`config.mk`:
```
export PLATFORM = sky130hd
export DESIGN_NAME = taylor_sine_cosine_tangent_unit
export DESIGN_NICKNAME = d
export VERILOG_FILES = /design/src/sv/tsct_pkg.sv /design/src/sv/tsct_alu.sv /design/src/sv/taylor_sine_cosine_tangent_unit.sv
export SDC_FILE = /design/constraint.sdc
export NUM_CORES = 2
export LEC_CHECK = 0
export BUFFER_PORTS_ARGS = -buffer_cell sky130_fd_sc_hd__buf_2
export CAP_MARGIN = 40
export CORE_MARGIN = 1.5
export CORE_UTILIZATION = 25
export CTS_CLUSTER_SIZE = 14
export DETAILED_ROUTE_END_ITERATION = 7
export PLACE_DENSITY_LB_ADDON = 0.05
export SYNTH_ARGS = -nofsm -noshare
export SYNTH_HDL_FRONTEND = slang
export SYNTH_SLANG_ARGS = --single-unit
```
`constraint.sdc`:
```
create_clock -name clk -period 10.7 [get_ports clk]
set_input_delay 2.14 -clock clk [delete_from_list [all_inputs] [get_ports clk]]
set_output_delay 2.14 -clock clk [all_outputs]
set_load 0.01 [all_outputs]
```
`src/sv/tsct_pkg.sv`:
```
// ----------------------------------------------------------------------------
// Taylor sine, cosine and tangent: shared package
// Holds the number formats, the constants, the sequencer states and the
// request structure of the shared multiply/divide unit.
// ----------------------------------------------------------------------------
package tsct_pkg;

    localparam int FRAC_BITS = 28;
    localparam int EPS_W     = 28;
    localparam int DATA_W    = 48;              // x, x^2, terms and sums
    localparam int MUL_W     = 40;              // multiplier operand magnitude
    localparam int WIDE_W    = 80;              // product / numerator register
    localparam int LEN_W     = 7;
    localparam int VAL_W     = 40;

    localparam logic [63:0] TWO_PI_Q61 = 64'hC90FDAA22168C235;
    localparam logic [63:0] TWO_PI_Q  =
        (TWO_PI_Q61 + (64'd1 << (60 - FRAC_BITS))) >> (61 - FRAC_BITS);

    localparam logic [1:0] REQ_SIN  = 2'd0;
    localparam logic [1:0] REQ_COS  = 2'd1;
    localparam logic [1:0] REQ_TAN  = 2'd2;
    localparam logic [1:0] REQ_NONE = 2'd3;

    localparam logic [LEN_W-1:0] MUL_LEN  = LEN_W'(MUL_W);
    localparam logic [LEN_W-1:0] TERM_LEN = LEN_W'(DATA_W);
    localparam logic [LEN_W-1:0] TAN_LEN  = LEN_W'(DATA_W + FRAC_BITS + 1);

    localparam logic signed [VAL_W-1:0] VAL_MAX = {1'b0, {(VAL_W-1){1'b1}}};
    localparam logic signed [VAL_W-1:0] VAL_MIN = {1'b1, {(VAL_W-1){1'b0}}};

    typedef enum logic {
        ALU_MUL,
        ALU_DIV
    } alu_op_t;

    typedef struct packed {
        logic             start;
        alu_op_t          op;
        logic [LEN_W-1:0] len;
    } alu_req_t;

    typedef enum logic [3:0] {
        ST_IDLE,
        ST_X2W,
        ST_INIT,
        ST_CHECK,
        ST_MULW,
        ST_DIVGO,
        ST_DIVW,
        ST_SDONE,
        ST_TDIVW,
        ST_OUT
    } state_t;

    function automatic logic [DATA_W-1:0] mag(input logic signed [DATA_W-1:0] v);
        logic [DATA_W-1:0] r;
        r = v[DATA_W-1] ? DATA_W'(-v) : DATA_W'(v);
        return r;
    endfunction

endpackage

```
`src/sv/tsct_alu.sv`:
```
// ----------------------------------------------------------------------------
// Taylor sine, cosine and tangent: shared arithmetic unit
// One adder serves a shift-and-add multiplier and a restoring divider, one
// bit per cycle. done pulses for one cycle when the result is ready.
// ----------------------------------------------------------------------------
module tsct_alu (
    input  logic                          clk,
    input  logic                          rst_n,
    input  tsct_pkg::alu_req_t            req,
    input  logic [tsct_pkg::WIDE_W-1:0]   opa,
    input  logic [tsct_pkg::DATA_W-1:0]   opb,
    output logic [tsct_pkg::WIDE_W-1:0]   result,
    output logic                          done
);

    localparam int AW = tsct_pkg::DATA_W + 2;
    localparam int MW = tsct_pkg::MUL_W;
    localparam int WW = tsct_pkg::WIDE_W;
    localparam int DW = tsct_pkg::DATA_W;

    tsct_pkg::alu_op_t            op_reg, op_next;
    logic [WW-1:0]                acc_reg, acc_next;
    logic [DW-1:0]                rem_reg, rem_next;
    logic [DW-1:0]                mc_reg, mc_next;
    logic [tsct_pkg::LEN_W-1:0]   cnt_reg, cnt_next;
    logic                         busy_reg, busy_next;
    logic                         done_reg, done_next;

    logic [AW-1:0]                add_x, add_y, add_s;
    logic                         add_sub;

    always_ff @(posedge clk or negedge rst_n)
    begin
        if (!rst_n)
        begin
            busy_reg <= 1'b0;
            done_reg <= 1'b0;
            cnt_reg  <= '0;
            op_reg   <= tsct_pkg::ALU_MUL;
        end
        else
        begin
            busy_reg <= busy_next;
            done_reg <= done_next;
            cnt_reg  <= cnt_next;
            op_reg   <= op_next;
        end
    end

    always_ff @(posedge clk)
    begin
        acc_reg <= acc_next;
        rem_reg <= rem_next;
        mc_reg  <= mc_next;
    end

    // The one adder: accumulate for multiply, trial subtract for divide.
    always_comb
    begin
        if (op_reg == tsct_pkg::ALU_MUL)
        begin
            add_x   = AW'(acc_reg[WW-1:MW]);
            add_y   = acc_reg[0] ? AW'(mc_reg[MW-1:0]) : '0;
            add_sub = 1'b0;
        end
        else
        begin
            add_x   = {1'b0, rem_reg, acc_reg[WW-1]};
            add_y   = AW'(mc_reg);
            add_sub = 1'b1;
        end
        add_s = add_x + (add_sub ? ~add_y : add_y) + AW'(add_sub);
    end

    always_comb
    begin
        op_next   = op_reg;
        acc_next  = acc_reg;
        rem_next  = rem_reg;
        mc_next   = mc_reg;
        cnt_next  = cnt_reg;
        busy_next = busy_reg;
        done_next = 1'b0;
        if (req.start)
        begin
            op_next   = req.op;
            cnt_next  = req.len;
            busy_next = 1'b1;
            mc_next   = opb;
            rem_next  = '0;
            acc_next  = (req.op == tsct_pkg::ALU_MUL) ? WW'(opa[MW-1:0]) : opa;
        end
        else if (busy_reg)
        begin
            if (op_reg == tsct_pkg::ALU_MUL)
            begin
                acc_next = {add_s[MW:0], acc_reg[MW-1:1]};
            end
            else if (!add_s[AW-1])
            begin
                rem_next = add_s[DW-1:0];
                acc_next = {acc_reg[WW-2:0], 1'b1};
            end
            else
            begin
                rem_next = {rem_reg[DW-2:0], acc_reg[WW-1]};
                acc_next = {acc_reg[WW-2:0], 1'b0};
            end
            cnt_next = cnt_reg - 1'b1;
            if (cnt_reg == tsct_pkg::LEN_W'(1))
            begin
                busy_next = 1'b0;
                done_next = 1'b1;
            end
        end
    end

    assign result = acc_reg;
    assign done   = done_reg;

endmodule

```
`src/sv/taylor_sine_cosine_tangent_unit.sv`:
```
// ----------------------------------------------------------------------------
// Taylor sine, cosine and tangent unit
// Reduces a Q4.28 angle to [0, 2pi), sums the Taylor series on a shared
// bit-serial multiply/divide unit and returns a saturated Q12.28 result.
// ----------------------------------------------------------------------------
//  channel  direction  handshake              payload
//  in       input      in_valid / in_stall    req_type, angle
//  out      output     out_valid / out_stall  value, saturated, cos_near_zero
//  cfg      input      cfg_valid / cfg_ready  cfg_data (epsilon)
//
// x^2 is computed first; each series term is then a multiply, a divide by the
// term's constant and bookkeeping, for at most MAX_TERMS-1 terms. Tangent
// runs both series and a final divide.
// One item at a time: in_stall is high from acceptance until the result
// transfer. Reset clears the control state and sets epsilon to 1.
// ----------------------------------------------------------------------------
module taylor_sine_cosine_tangent_unit #(
    parameter int MAX_TERMS = 32
) (
    input  logic                clk,
    input  logic                rst_n,
    input  logic                in_valid,
    output logic                in_stall,
    input  logic [1:0]          req_type,
    input  logic signed [31:0]  angle,
    output logic                out_valid,
    input  logic                out_stall,
    output logic signed [39:0]  value,
    output logic                saturated,
    output logic                cos_near_zero,
    input  logic                cfg_valid,
    output logic                cfg_ready,
    input  logic [27:0]         cfg_data
);

    localparam int DW = tsct_pkg::DATA_W;
    localparam int WW = tsct_pkg::WIDE_W;
    localparam int FB = tsct_pkg::FRAC_BITS;
    localparam int VW = tsct_pkg::VAL_W;
    localparam int NW = $clog2(MAX_TERMS + 1);
    localparam int KW = 2 * (NW + 1);

    tsct_pkg::state_t           state_reg, state_next;
    logic [1:0]                 sel_reg, sel_next;
    logic                       phase_reg, phase_next;
    logic [NW-1:0]              n_reg, n_next;
    logic [tsct_pkg::EPS_W-1:0] eps_reg;
    logic signed [DW-1:0]       x_reg, x_next;
    logic signed [DW-1:0]       x2_reg, x2_next;
    logic signed [DW-1:0]       term_reg, term_next;
    logic signed [DW-1:0]       sum_reg, sum_next;
    logic signed [DW-1:0]       s_reg, s_next;
    logic [DW-1:0]              prod_reg, prod_next;
    logic [KW-1:0]              d_reg, d_next;
    logic signed [VW-1:0]       value_reg, value_next;
    logic                       sat_reg, sat_next;
    logic                       near_reg, near_next;

    tsct_pkg::alu_req_t         alu_req;
    logic [WW-1:0]              alu_opa;
    logic [DW-1:0]              alu_opb;
    logic [WW-1:0]              alu_result;
    logic                       alu_done;

    logic signed [33:0]         a_ext, tp, r1, r2, rs, red;
    logic                       is_cos;
    logic [DW-1:0]              term_mag, sum_mag, eps_ext, quo;
    logic [WW-1:0]              rnd_prod;
    logic [NW:0]                n2;
    logic                       t_neg;
    logic [VW:0]                m_rnd;
    logic [VW-1:0]              m_val;

    tsct_alu u_alu (
        .clk    (clk),
        .rst_n  (rst_n),
        .req    (alu_req),
        .opa    (alu_opa),
        .opb    (alu_opb),
        .result (alu_result),
        .done   (alu_done)
    );

    always_ff @(posedge clk or negedge rst_n)
    begin
        if (!rst_n)
        begin
            state_reg <= tsct_pkg::ST_IDLE;
            eps_reg   <= tsct_pkg::EPS_W'(1);
        end
        else
        begin
            state_reg <= state_next;
            if (cfg_valid && cfg_ready)
            begin
                eps_reg <= cfg_data;
            end
        end
    end

    always_ff @(posedge clk)
    begin
        sel_reg   <= sel_next;
        phase_reg <= phase_next;
        n_reg     <= n_next;
        x_reg     <= x_next;
        x2_reg    <= x2_next;
        term_reg  <= term_next;
        sum_reg   <= sum_next;
        s_reg     <= s_next;
        prod_reg  <= prod_next;
        d_reg     <= d_next;
        value_reg <= value_next;
        sat_reg   <= sat_next;
        near_reg  <= near_next;
    end

    // Floor modulo by 2pi: the input range needs at most two corrections.
    always_comb
    begin
        a_ext = 34'(angle);
        tp    = 34'(tsct_pkg::TWO_PI_Q);
        r1    = a_ext + tp;
        r2    = r1 + tp;
        rs    = a_ext - tp;
        if (a_ext < 0)
        begin
            red = (r1 < 0) ? r2 : r1;
        end
        else
        begin
            red = (a_ext >= tp) ? rs : a_ext;
        end
    end

    always_comb
    begin
        is_cos   = (sel_reg == tsct_pkg::REQ_COS) || phase_reg;
        term_mag = tsct_pkg::mag(term_reg);
        sum_mag  = tsct_pkg::mag(sum_reg);
        eps_ext  = DW'(eps_reg);
        rnd_prod = alu_result + (WW'(1) << (FB - 1));
        n2       = {n_reg, 1'b0};
        quo      = alu_result[DW-1:0];
        t_neg    = s_reg[DW-1] ^ sum_reg[DW-1];
        m_rnd    = ({1'b0, alu_result[VW-1:0]} + (VW+1)'(1)) >> 1;
        m_val    = m_rnd[VW-1:0];
    end

    always_comb
    begin
        state_next = state_reg;
        sel_next   = sel_reg;
        phase_next = phase_reg;
        n_next     = n_reg;
        x_next     = x_reg;
        x2_next    = x2_reg;
        term_next  = term_reg;
        sum_next   = sum_reg;
        s_next     = s_reg;
        prod_next  = prod_reg;
        d_next     = d_reg;
        value_next = value_reg;
        sat_next   = sat_reg;
        near_next  = near_reg;
        alu_req    = '{start: 1'b0, op: tsct_pkg::ALU_MUL, len: tsct_pkg::MUL_LEN};
        alu_opa    = '0;
        alu_opb    = '0;

        unique case (state_reg)
            tsct_pkg::ST_IDLE:
            begin
                if (in_valid)
                begin
                    sel_next   = req_type;
                    phase_next = 1'b0;
                    x_next     = DW'(red);
                    value_next = '0;
                    sat_next   = 1'b0;
                    near_next  = 1'b0;
                    if (req_type == tsct_pkg::REQ_SIN || req_type == tsct_pkg::REQ_COS
                        || req_type == tsct_pkg::REQ_TAN)
                    begin
                        // The reduced angle is never negative, so widening keeps it.
                        alu_req.start = 1'b1;
                        alu_opa       = WW'(red);
                        alu_opb       = DW'(red);
                        state_next    = tsct_pkg::ST_X2W;
                    end
                    else
                    begin
                        state_next = tsct_pkg::ST_OUT;
                    end
                end
            end
            tsct_pkg::ST_X2W:
            begin
                if (alu_done)
                begin
                    x2_next    = rnd_prod[FB +: DW];
                    state_next = tsct_pkg::ST_INIT;
                end
            end
            tsct_pkg::ST_INIT:
            begin
                term_next  = is_cos ? (DW'(1) << FB) : x_reg;
                sum_next   = is_cos ? (DW'(1) << FB) : x_reg;
                n_next     = NW'(1);
                state_next = tsct_pkg::ST_CHECK;
            end
            tsct_pkg::ST_CHECK:
            begin
                if (n_reg < NW'(MAX_TERMS) && term_mag >= eps_ext)
                begin
                    d_next        = is_cos ? KW'(n2) * KW'(n2 - 1'b1)
                                           : KW'(n2) * KW'(n2 + 1'b1);
                    alu_req.start = 1'b1;
                    alu_opa       = WW'(term_mag[tsct_pkg::MUL_W-1:0]);
                    alu_opb       = DW'(x2_reg[tsct_pkg::MUL_W-1:0]);
                    state_next    = tsct_pkg::ST_MULW;
                end
                else
                begin
                    state_next = tsct_pkg::ST_SDONE;
                end
            end
            tsct_pkg::ST_MULW:
            begin
                if (alu_done)
                begin
                    prod_next  = rnd_prod[FB +: DW];
                    state_next = tsct_pkg::ST_DIVGO;
                end
            end
            tsct_pkg::ST_DIVGO:
            begin
                // Adding half the divisor gives rounding half away from zero.
                alu_req.start = 1'b1;
                alu_req.op    = tsct_pkg::ALU_DIV;
                alu_req.len   = tsct_pkg::TERM_LEN;
                alu_opa       = {prod_reg + DW'(d_reg >> 1), (WW-DW)'(0)};
                alu_opb       = DW'(d_reg);
                state_next    = tsct_pkg::ST_DIVW;
            end
            tsct_pkg::ST_DIVW:
            begin
                if (alu_done)
                begin
                    term_next  = term_reg[DW-1] ? signed'(quo) : -signed'(quo);
                    sum_next   = sum_reg + (term_reg[DW-1] ? signed'(quo) : -signed'(quo));
                    n_next     = n_reg + 1'b1;
                    state_next = tsct_pkg::ST_CHECK;
                end
            end
            tsct_pkg::ST_SDONE:
            begin
                if (sel_reg == tsct_pkg::REQ_TAN && !phase_reg)
                begin
                    s_next     = sum_reg;
                    phase_next = 1'b1;
                    state_next = tsct_pkg::ST_INIT;
                end
                else if (sel_reg == tsct_pkg::REQ_TAN)
                begin
                    if (sum_mag < eps_ext || sum_mag == '0)
                    begin
                        near_next  = 1'b1;
                        value_next = '0;
                        state_next = tsct_pkg::ST_OUT;
                    end
                    else
                    begin
                        alu_req.start = 1'b1;
                        alu_req.op    = tsct_pkg::ALU_DIV;
                        alu_req.len   = tsct_pkg::TAN_LEN;
                        alu_opa       = {tsct_pkg::mag(s_reg), (WW-DW)'(0)};
                        alu_opb       = sum_mag;
                        state_next    = tsct_pkg::ST_TDIVW;
                    end
                end
                else
                begin
                    if (sum_reg[DW-1:VW-1] != '0 && sum_reg[DW-1:VW-1] != '1)
                    begin
                        sat_next   = 1'b1;
                        value_next = sum_reg[DW-1] ? tsct_pkg::VAL_MIN : tsct_pkg::VAL_MAX;
                    end
                    else
                    begin
                        value_next = sum_reg[VW-1:0];
                    end
                    state_next = tsct_pkg::ST_OUT;
                end
            end
            tsct_pkg::ST_TDIVW:
            begin
                if (alu_done)
                begin
                    // The quotient carries FRAC_BITS+1 fraction bits before rounding.
                    if (alu_result[WW-1:VW] != '0)
                    begin
                        sat_next   = 1'b1;
                        value_next = t_neg ? tsct_pkg::VAL_MIN : tsct_pkg::VAL_MAX;
                    end
                    else if (!t_neg && m_val[VW-1])
                    begin
                        sat_next   = 1'b1;
                        value_next = tsct_pkg::VAL_MAX;
                    end
                    else
                    begin
                        value_next = t_neg ? -signed'(m_val) : signed'(m_val);
                    end
                    state_next = tsct_pkg::ST_OUT;
                end
            end
            tsct_pkg::ST_OUT:
            begin
                if (!out_stall)
                begin
                    state_next = tsct_pkg::ST_IDLE;
                end
            end
            default:
            begin
                state_next = tsct_pkg::ST_IDLE;
            end
        endcase
    end

    assign in_stall      = (state_reg != tsct_pkg::ST_IDLE);
    assign out_valid     = (state_reg == tsct_pkg::ST_OUT);
    assign value         = value_reg;
    assign saturated     = sat_reg;
    assign cos_near_zero = near_reg;
    assign cfg_ready     = 1'b1;

    a_done_waits: assert property (@(posedge clk) disable iff (!rst_n)
        alu_done |-> (state_reg == tsct_pkg::ST_X2W || state_reg == tsct_pkg::ST_MULW
                   || state_reg == tsct_pkg::ST_DIVW || state_reg == tsct_pkg::ST_TDIVW))
        else $error("shared unit finished while the sequencer was not waiting");

    a_near_zero_value: assert property (@(posedge clk) disable iff (!rst_n)
        (out_valid && cos_near_zero) |-> (value == '0 && !saturated))
        else $error("near-zero cosine result is not a plain zero");

    a_near_only_tan: assert property (@(posedge clk) disable iff (!rst_n)
        (out_valid && sel_reg != tsct_pkg::REQ_TAN) |-> !cos_near_zero)
        else $error("near-zero flag raised for a non-tangent request");

    a_term_bound: assert property (@(posedge clk) disable iff (!rst_n)
        (state_reg == tsct_pkg::ST_CHECK) |-> (n_reg <= NW'(MAX_TERMS)))
        else $error("term counter ran past its limit");

endmodule
```
Word-level counts from Yosys, hierarchy flattened. Cells that the tools add are included.

Multipliers: 2. Shift-type cells: 0. Order comparisons: 6. Bitwise logic cells: 2. Add/subtract/negate cells: 18. Div/mod/pow operators: 0. Reduce and logical (&&, ||, !) cells: 32. Muxes and demuxes: 94. Eq/ne operators: 29.

Operator list (number): $mux 80 (9); $mux 48 (13); $mux 40 (14); $pmux 80 s4 (1); $neg 48->48 (4); $pmux 48 s2 (2); $pmux 48 s4 (1); $pmux 40 s3 (1); $mux 34 (3); $mux 50 (2); $add 76x28->76 const B (1); $add 50x1->50 (1); $add 50x50->50 (1); $not 50->50 (1); $mux 49 (1); $add 48x13->48 (1); $add 48x48->48 (1); $ge 48x28->1 (1); $logic_not 48->1 (1); $lt 48x28->1 (1); $add 40x1->41 const B (1); $neg 40->40 (1); $pmux 4 s10 (1); $reduce_bool 40->1 (1); other kinds (51) (119).

Logic and storage cells: 205. Bits in latches: 0. Memory bits (read-only): 0. Bits in writable memories: 0. Register bits after elaboration: 549. Memories: 0.

Longest topological paths before layout.
Depth after elaboration: 10. Gate-level depth with buffers: 24. Gate-level depth less buffers: 24.

Cells and area by module. A second synthesis with hierarchy kept.

Cells, all modules: 5181. Area total of the unflattened synthesis: 45001.9 um^2.

Modules (own cells, without submodules): taylor_sine_cosine_tangent_unit (times used 1, cells an instance 3897, area an instance 33219.4 um^2, sequential area each 10711.5 um^2); tsct_alu (times used 1, cells an instance 1284, area an instance 11782.6 um^2, sequential area each 5054.8 um^2).

Worst setup path after synthesis. OpenSTA, ideal clock, no wires.

Path kind: flip-flop to flip-flop. From: register state_reg[2]. To: register n_reg[0], enable pin. Period minus slack after synthesis: 8.272 ns. Arrival time: 7.584 ns. Stages on the path, launching flop included: 4. Slack: 2.428 ns. Path buffers: 1. Data required time: 10.012 ns. Cell sequence: dfrtp_1 clkbuf_1 nor2b_1 nor3_1.

Word-level cells in the longest chain between the ends: 3. Elaborated cells on any way between the ends: 5. Classes of those cells: eq/ne (3); reduce/logical (2).

RTL lines: start, declared (line taylor_sine_cosine_tangent_unit.sv:43) `tsct_pkg::state_t state_reg, state_next;`; start signal, assigned (line taylor_sine_cosine_tangent_unit.sv:88) `state_reg <= tsct_pkg::ST_IDLE;`; start signal, assigned (line taylor_sine_cosine_tangent_unit.sv:93) `state_reg <= state_next;`; $eq 4x3->1 or $eq 4x2->1 (tied branches) (line taylor_sine_cosine_tangent_unit.sv:170) `unique case (state_reg)`; $ne 2x1->1 (no source line) or $reduce_bool 2->1 (tied branches); $reduce_and 2->1 (no source line) (*); end signal, assigned (line taylor_sine_cosine_tangent_unit.sv:105) `n_reg <= n_next;`; end, declared (line taylor_sine_cosine_tangent_unit.sv:46) `logic [NW-1:0] n_reg, n_next;`.

Every way passes the cells marked *; elsewhere a longest branch is shown, timed or not. A chain may end at the register's enable or synchronous reset.

Worst setup path after layout.
From: register sum_reg[3]. To: register u_alu.acc_reg[11] (netlist: u_alu.result[11]), enable pin.

Word-level cells in the longest chain between the ends: 9. Elaborated cells on any way between the ends: 10. Classes of those cells: add/sub (1); order compare (1); mux (5); reduce/logical (3).

RTL lines: start, declared (line taylor_sine_cosine_tangent_unit.sv:51) `logic signed [DW-1:0] sum_reg, sum_next;`; start signal, assigned (line taylor_sine_cosine_tangent_unit.sv:109) `sum_reg <= sum_next;`; $neg 48->48 (line tsct_pkg.sv:58) `r = v[DATA_W-1] ? DATA_W'(-v) : DATA_W'(v);`; $mux 48 (*) (line tsct_pkg.sv:58); $lt 48x28->1 or $logic_not 48->1 (tied branches) (line taylor_sine_cosine_tangent_unit.sv:265) `if (sum_mag < eps_ext || sum_mag == '0)`; $logic_or 1x1->1 (*) (line taylor_sine_cosine_tangent_unit.sv:265); $mux 9 (*) (line taylor_sine_cosine_tangent_unit.sv:265); $mux 9 (*) (line taylor_sine_cosine_tangent_unit.sv:263) `else if (sel_reg == tsct_pkg::REQ_TAN)`; $mux 9 (*) (line taylor_sine_cosine_tangent_unit.sv:257) `if (sel_reg == tsct_pkg::REQ_TAN && !phase_reg)`; $pmux 1 s4 (*) (line taylor_sine_cosine_tangent_unit.sv:170); $reduce_bool 2->1 (no source line) (*); end signal, assigned (line tsct_alu.sv:52) `acc_reg <= acc_next;`; end, declared (line tsct_alu.sv:22) `logic [WW-1:0] acc_reg, acc_next;`.

Marks and branches as above.

==> flow_metrics.tcl <==
set metrics [dict create \
    run_status "complete, no violations" \
    ys_seq_elements 548 \
    hpwl_microns 167000 \
    drtIter0Drc 2754 \
    critPathCaptureType "flip-flop" \
    p_switching_mw 8.61 \
    postPlaceCellArea_sq_um 48000 \
    place.gp.congestion 0.889 \
    cp.required_ps 11020 \
    power_density_nw_per_um2 343 \
    finClkSkew_ps 48.7 \
    io_buffers 110 \
    finalCritPeriodShare_pct 70.6 \
    area_growth_pct 13.9 \
    grt_overflow 0 \
    post_cts.repair.setup_buffers 0 \
    ios 112 \
    grt.total_usage_pct 23.0 \
    yosys.area.top_type "edfxtp_1" \
    seq_area_frac_synth_pct 35.5 \
    clock_latency_ps 720 \
    synth_top_area_share_pct 31.0 \
    wl_met3_microns 6150 \
    peakVddDrop_mv 0.185 \
    core_area_sq_um 176000 \
    arrival_ps 7880 \
    tritoncts "built" \
    cts_buffers 79 \
    worstPathMaxFanout 43 \
    async_reset_ff_share_pct 7.66 \
    dr_wl_met2_microns 104000 \
    fin_nets 5347 \
    die_h_microns 424 \
    drive_gt1_share_pct 9.71 \
    grt_setup_unrepaired "no" \
    startpoint_type "flip-flop" \
    p_comb_share_pct 59.8 \
    synth_compound_area_share_pct 19.8 \
    antenna_cells 0 \
    cap_violations 0 \
    clk_pin_slew_worst_paths_ps 50 \
    muxShareOfSynthArea_pct 4.55 \
    hold_violations 0 \
    fin_setup_tns_ps 0 \
    yosysWarnings 0 \
    ant_nets 0 \
    grt_max_degree 68 \
    clock-root-buffer "clkbuf_16" \
    yosys-top-cells-count "nand2_1 (538), edfxtp_1 (458), o21ai_0 (375)" \
    antenna_found_initial 6 \
    postCtsHoldBufs 0 \
    holdCritPathClass "flip-flop to flip-flop" \
    fmax_ghz 0.132 \
    cell_internal_pwr_mw 8.72 \
    synth_top_family_by_area "compound AO/OA/AOI/OAI gates" \
    htree_levels 3 \
    tightest_slew_ps 1080 \
    swShare_pct 49.7 \
    synth_xor_area_share_pct 9.54 \
    crit_type "flip-flop to flip-flop" \
    rows 154 \
    postSynthCellCount 4976 \
    p_leak_nw 19.0 \
    via_per_inst 5.27 \
    finalSetupViolCount 0 \
    die-width_microns 424 \
    slew_viol_final 0 \
    first_global_vias 38700 \
    stdcell_area_sq_um 50500 \
    yosysMostFrequentCell "nand2_1" \
    die_area_sq_um 180000 \
    route.detailed.drc 0 \
    ctsResizeCount 0 \
    netlist_area_sq_um 44400 \
    dr.pass1.iters 6 \
    vias 39000 \
    synth_cell_types 97 \
    clkPwrFrac_pct 15.2 \
    avgRoutedWirePerCell_microns 28.5 \
    synth_ff_type "edfxtp_1" \
    start_util_pct 25.2 \
    cts.sinks 548 \
    yosys.area_share.simple_pct 18.2 \
    largest_reg_flops 80 \
    synth_area_leaders "edfxtp_1 (31%), ha_1 (6.1%), xnor2_1 (6.0%)" \
    whs_ps 470 \
    top_layer "met5" \
    synth.avg_cell_area_sq_um 8.92 \
    wirelength_microns 211000 \
    grt_pass1_wl_microns 299000 \
    synth_adder_area_share_pct 8.17 \
    cts_buffer_depth 3 \
    slew_headroom_pct 27.5 \
    fin_crit_ps 7560 \
    met1_length_microns 94700 \
    pwr-share-seq_pct 25.0 \
    synth_edf_count 458 \
]
[stage by stage]
step / instances / utilization, % / setup WS, ps / total power, mW
2_1_floorplan: 4979 / - / 2430 / 11.0
3_3_place_gp: 7237 / 27.0 / 3470 / 14.8
3_5_place_dp: 7275 / 27.2 / 3390 / 14.7
4_1_cts: 7413 / 28.7 / 3350 / 17.5
5_1_grt: 7415 / 28.7 / 2910 / 18.7
6_report: 7415 / 28.7 / 3140 / 17.3
[power groups by stage]
| stage | logic, mW | clock network, mW | registers, mW |
|---|---|---|---|
| floorplan | 7.27 | 0 | 3.72 |
| global placement | 10.4 | 0 | 4.39 |
| detailed placement | 10.4 | 0 | 4.37 |
| CTS | 10.4 | 2.72 | 4.34 |
| global route | 11.5 | 2.79 | 4.39 |
| finish | 10.4 | 2.63 | 4.33 |
[final cells by class]
class / count / area, sq um
clock buffers: 99 / 2050
clock inverters: 39 / 433
fillers: 18900 / 126000
inverters: 197 / 746
multi-input cells: 3937 / 26900
flip-flops and latches: 548 / 15800
well taps: 2340 / 2930
repair buffers: 255 / 1710
[routing by layer]
layer / up-vias / global-route usage (%)
met1: 19600 / 30.1
li1: 18500 / -
met4: 4 / 6.98
met3: 200 / 1.84
met2: 778 / 40.0
met5: - / 0
[critical path, cell delays in order (launching register included)]
cell,delay (ps)
edfxtp_1,560
or4_1,840
nor3_1,920
nand2_1,460
o31ai_1,370
xnor2_1,170
ha_1,320
nand4_1,80
a2111oi_0,560
a21oi_1,130
o21ai_0,130
a41oi_1,140
o21ai_0,260
o31a_1,360
o31a_2,220
nor4_4,70
buf_4,280
nand2_4,500
buf_4,680
[layout by cell type, fill, tap and decap left out, drive strengths merged, types with 110 or more instances in the layout]
master	n
edfxtp	458
nand2	538
nor3	116
o21ai	379
a21oi	261
nor2	365
buf	252
xnor2	306
ha	217
inv	195
mux2i	142
nand3	110
xor2	177
[logic make-up after synthesis]
kind of cell,count (synthesis)
simple gates,1653
compound gates,1338
flops,548
buf+inv,494
xor+xnor,483
fa+ha+maj,263
mux,195
other cells,2
[path summary, 6_finish.rpt]
| kind | from | to | slack [ps] | cells after the start |
|---|---|---|---|---|
| setup / recovery | sum_reg[3]$_DFFE_PP_ | u_alu.result[11]$_DFFE_PP_ | 3140 | 18 |
| hold reg to reg | u_alu.rem_reg[7]$_SDFFE_PP0P_ | u_alu.rem_reg[7]$_SDFFE_PP0P_ | 470 | 2 |
| max in group asynchronous | rst_n | u_alu.op_reg$_DFFE_PN0P_ | 8460 | 2 |
| hold / removal | u_alu.rem_reg[7]$_SDFFE_PP0P_ | u_alu.rem_reg[7]$_SDFFE_PP0P_ | 470 | 2 |
| min in group asynchronous | rst_n | eps_reg[22]$_DFFE_PN0P_ | 1600 | 2 |
| setup reg to reg | sum_reg[3]$_DFFE_PP_ | u_alu.result[11]$_DFFE_PP_ | 3140 | 18 |
Power figures use the tool's default switching activity.
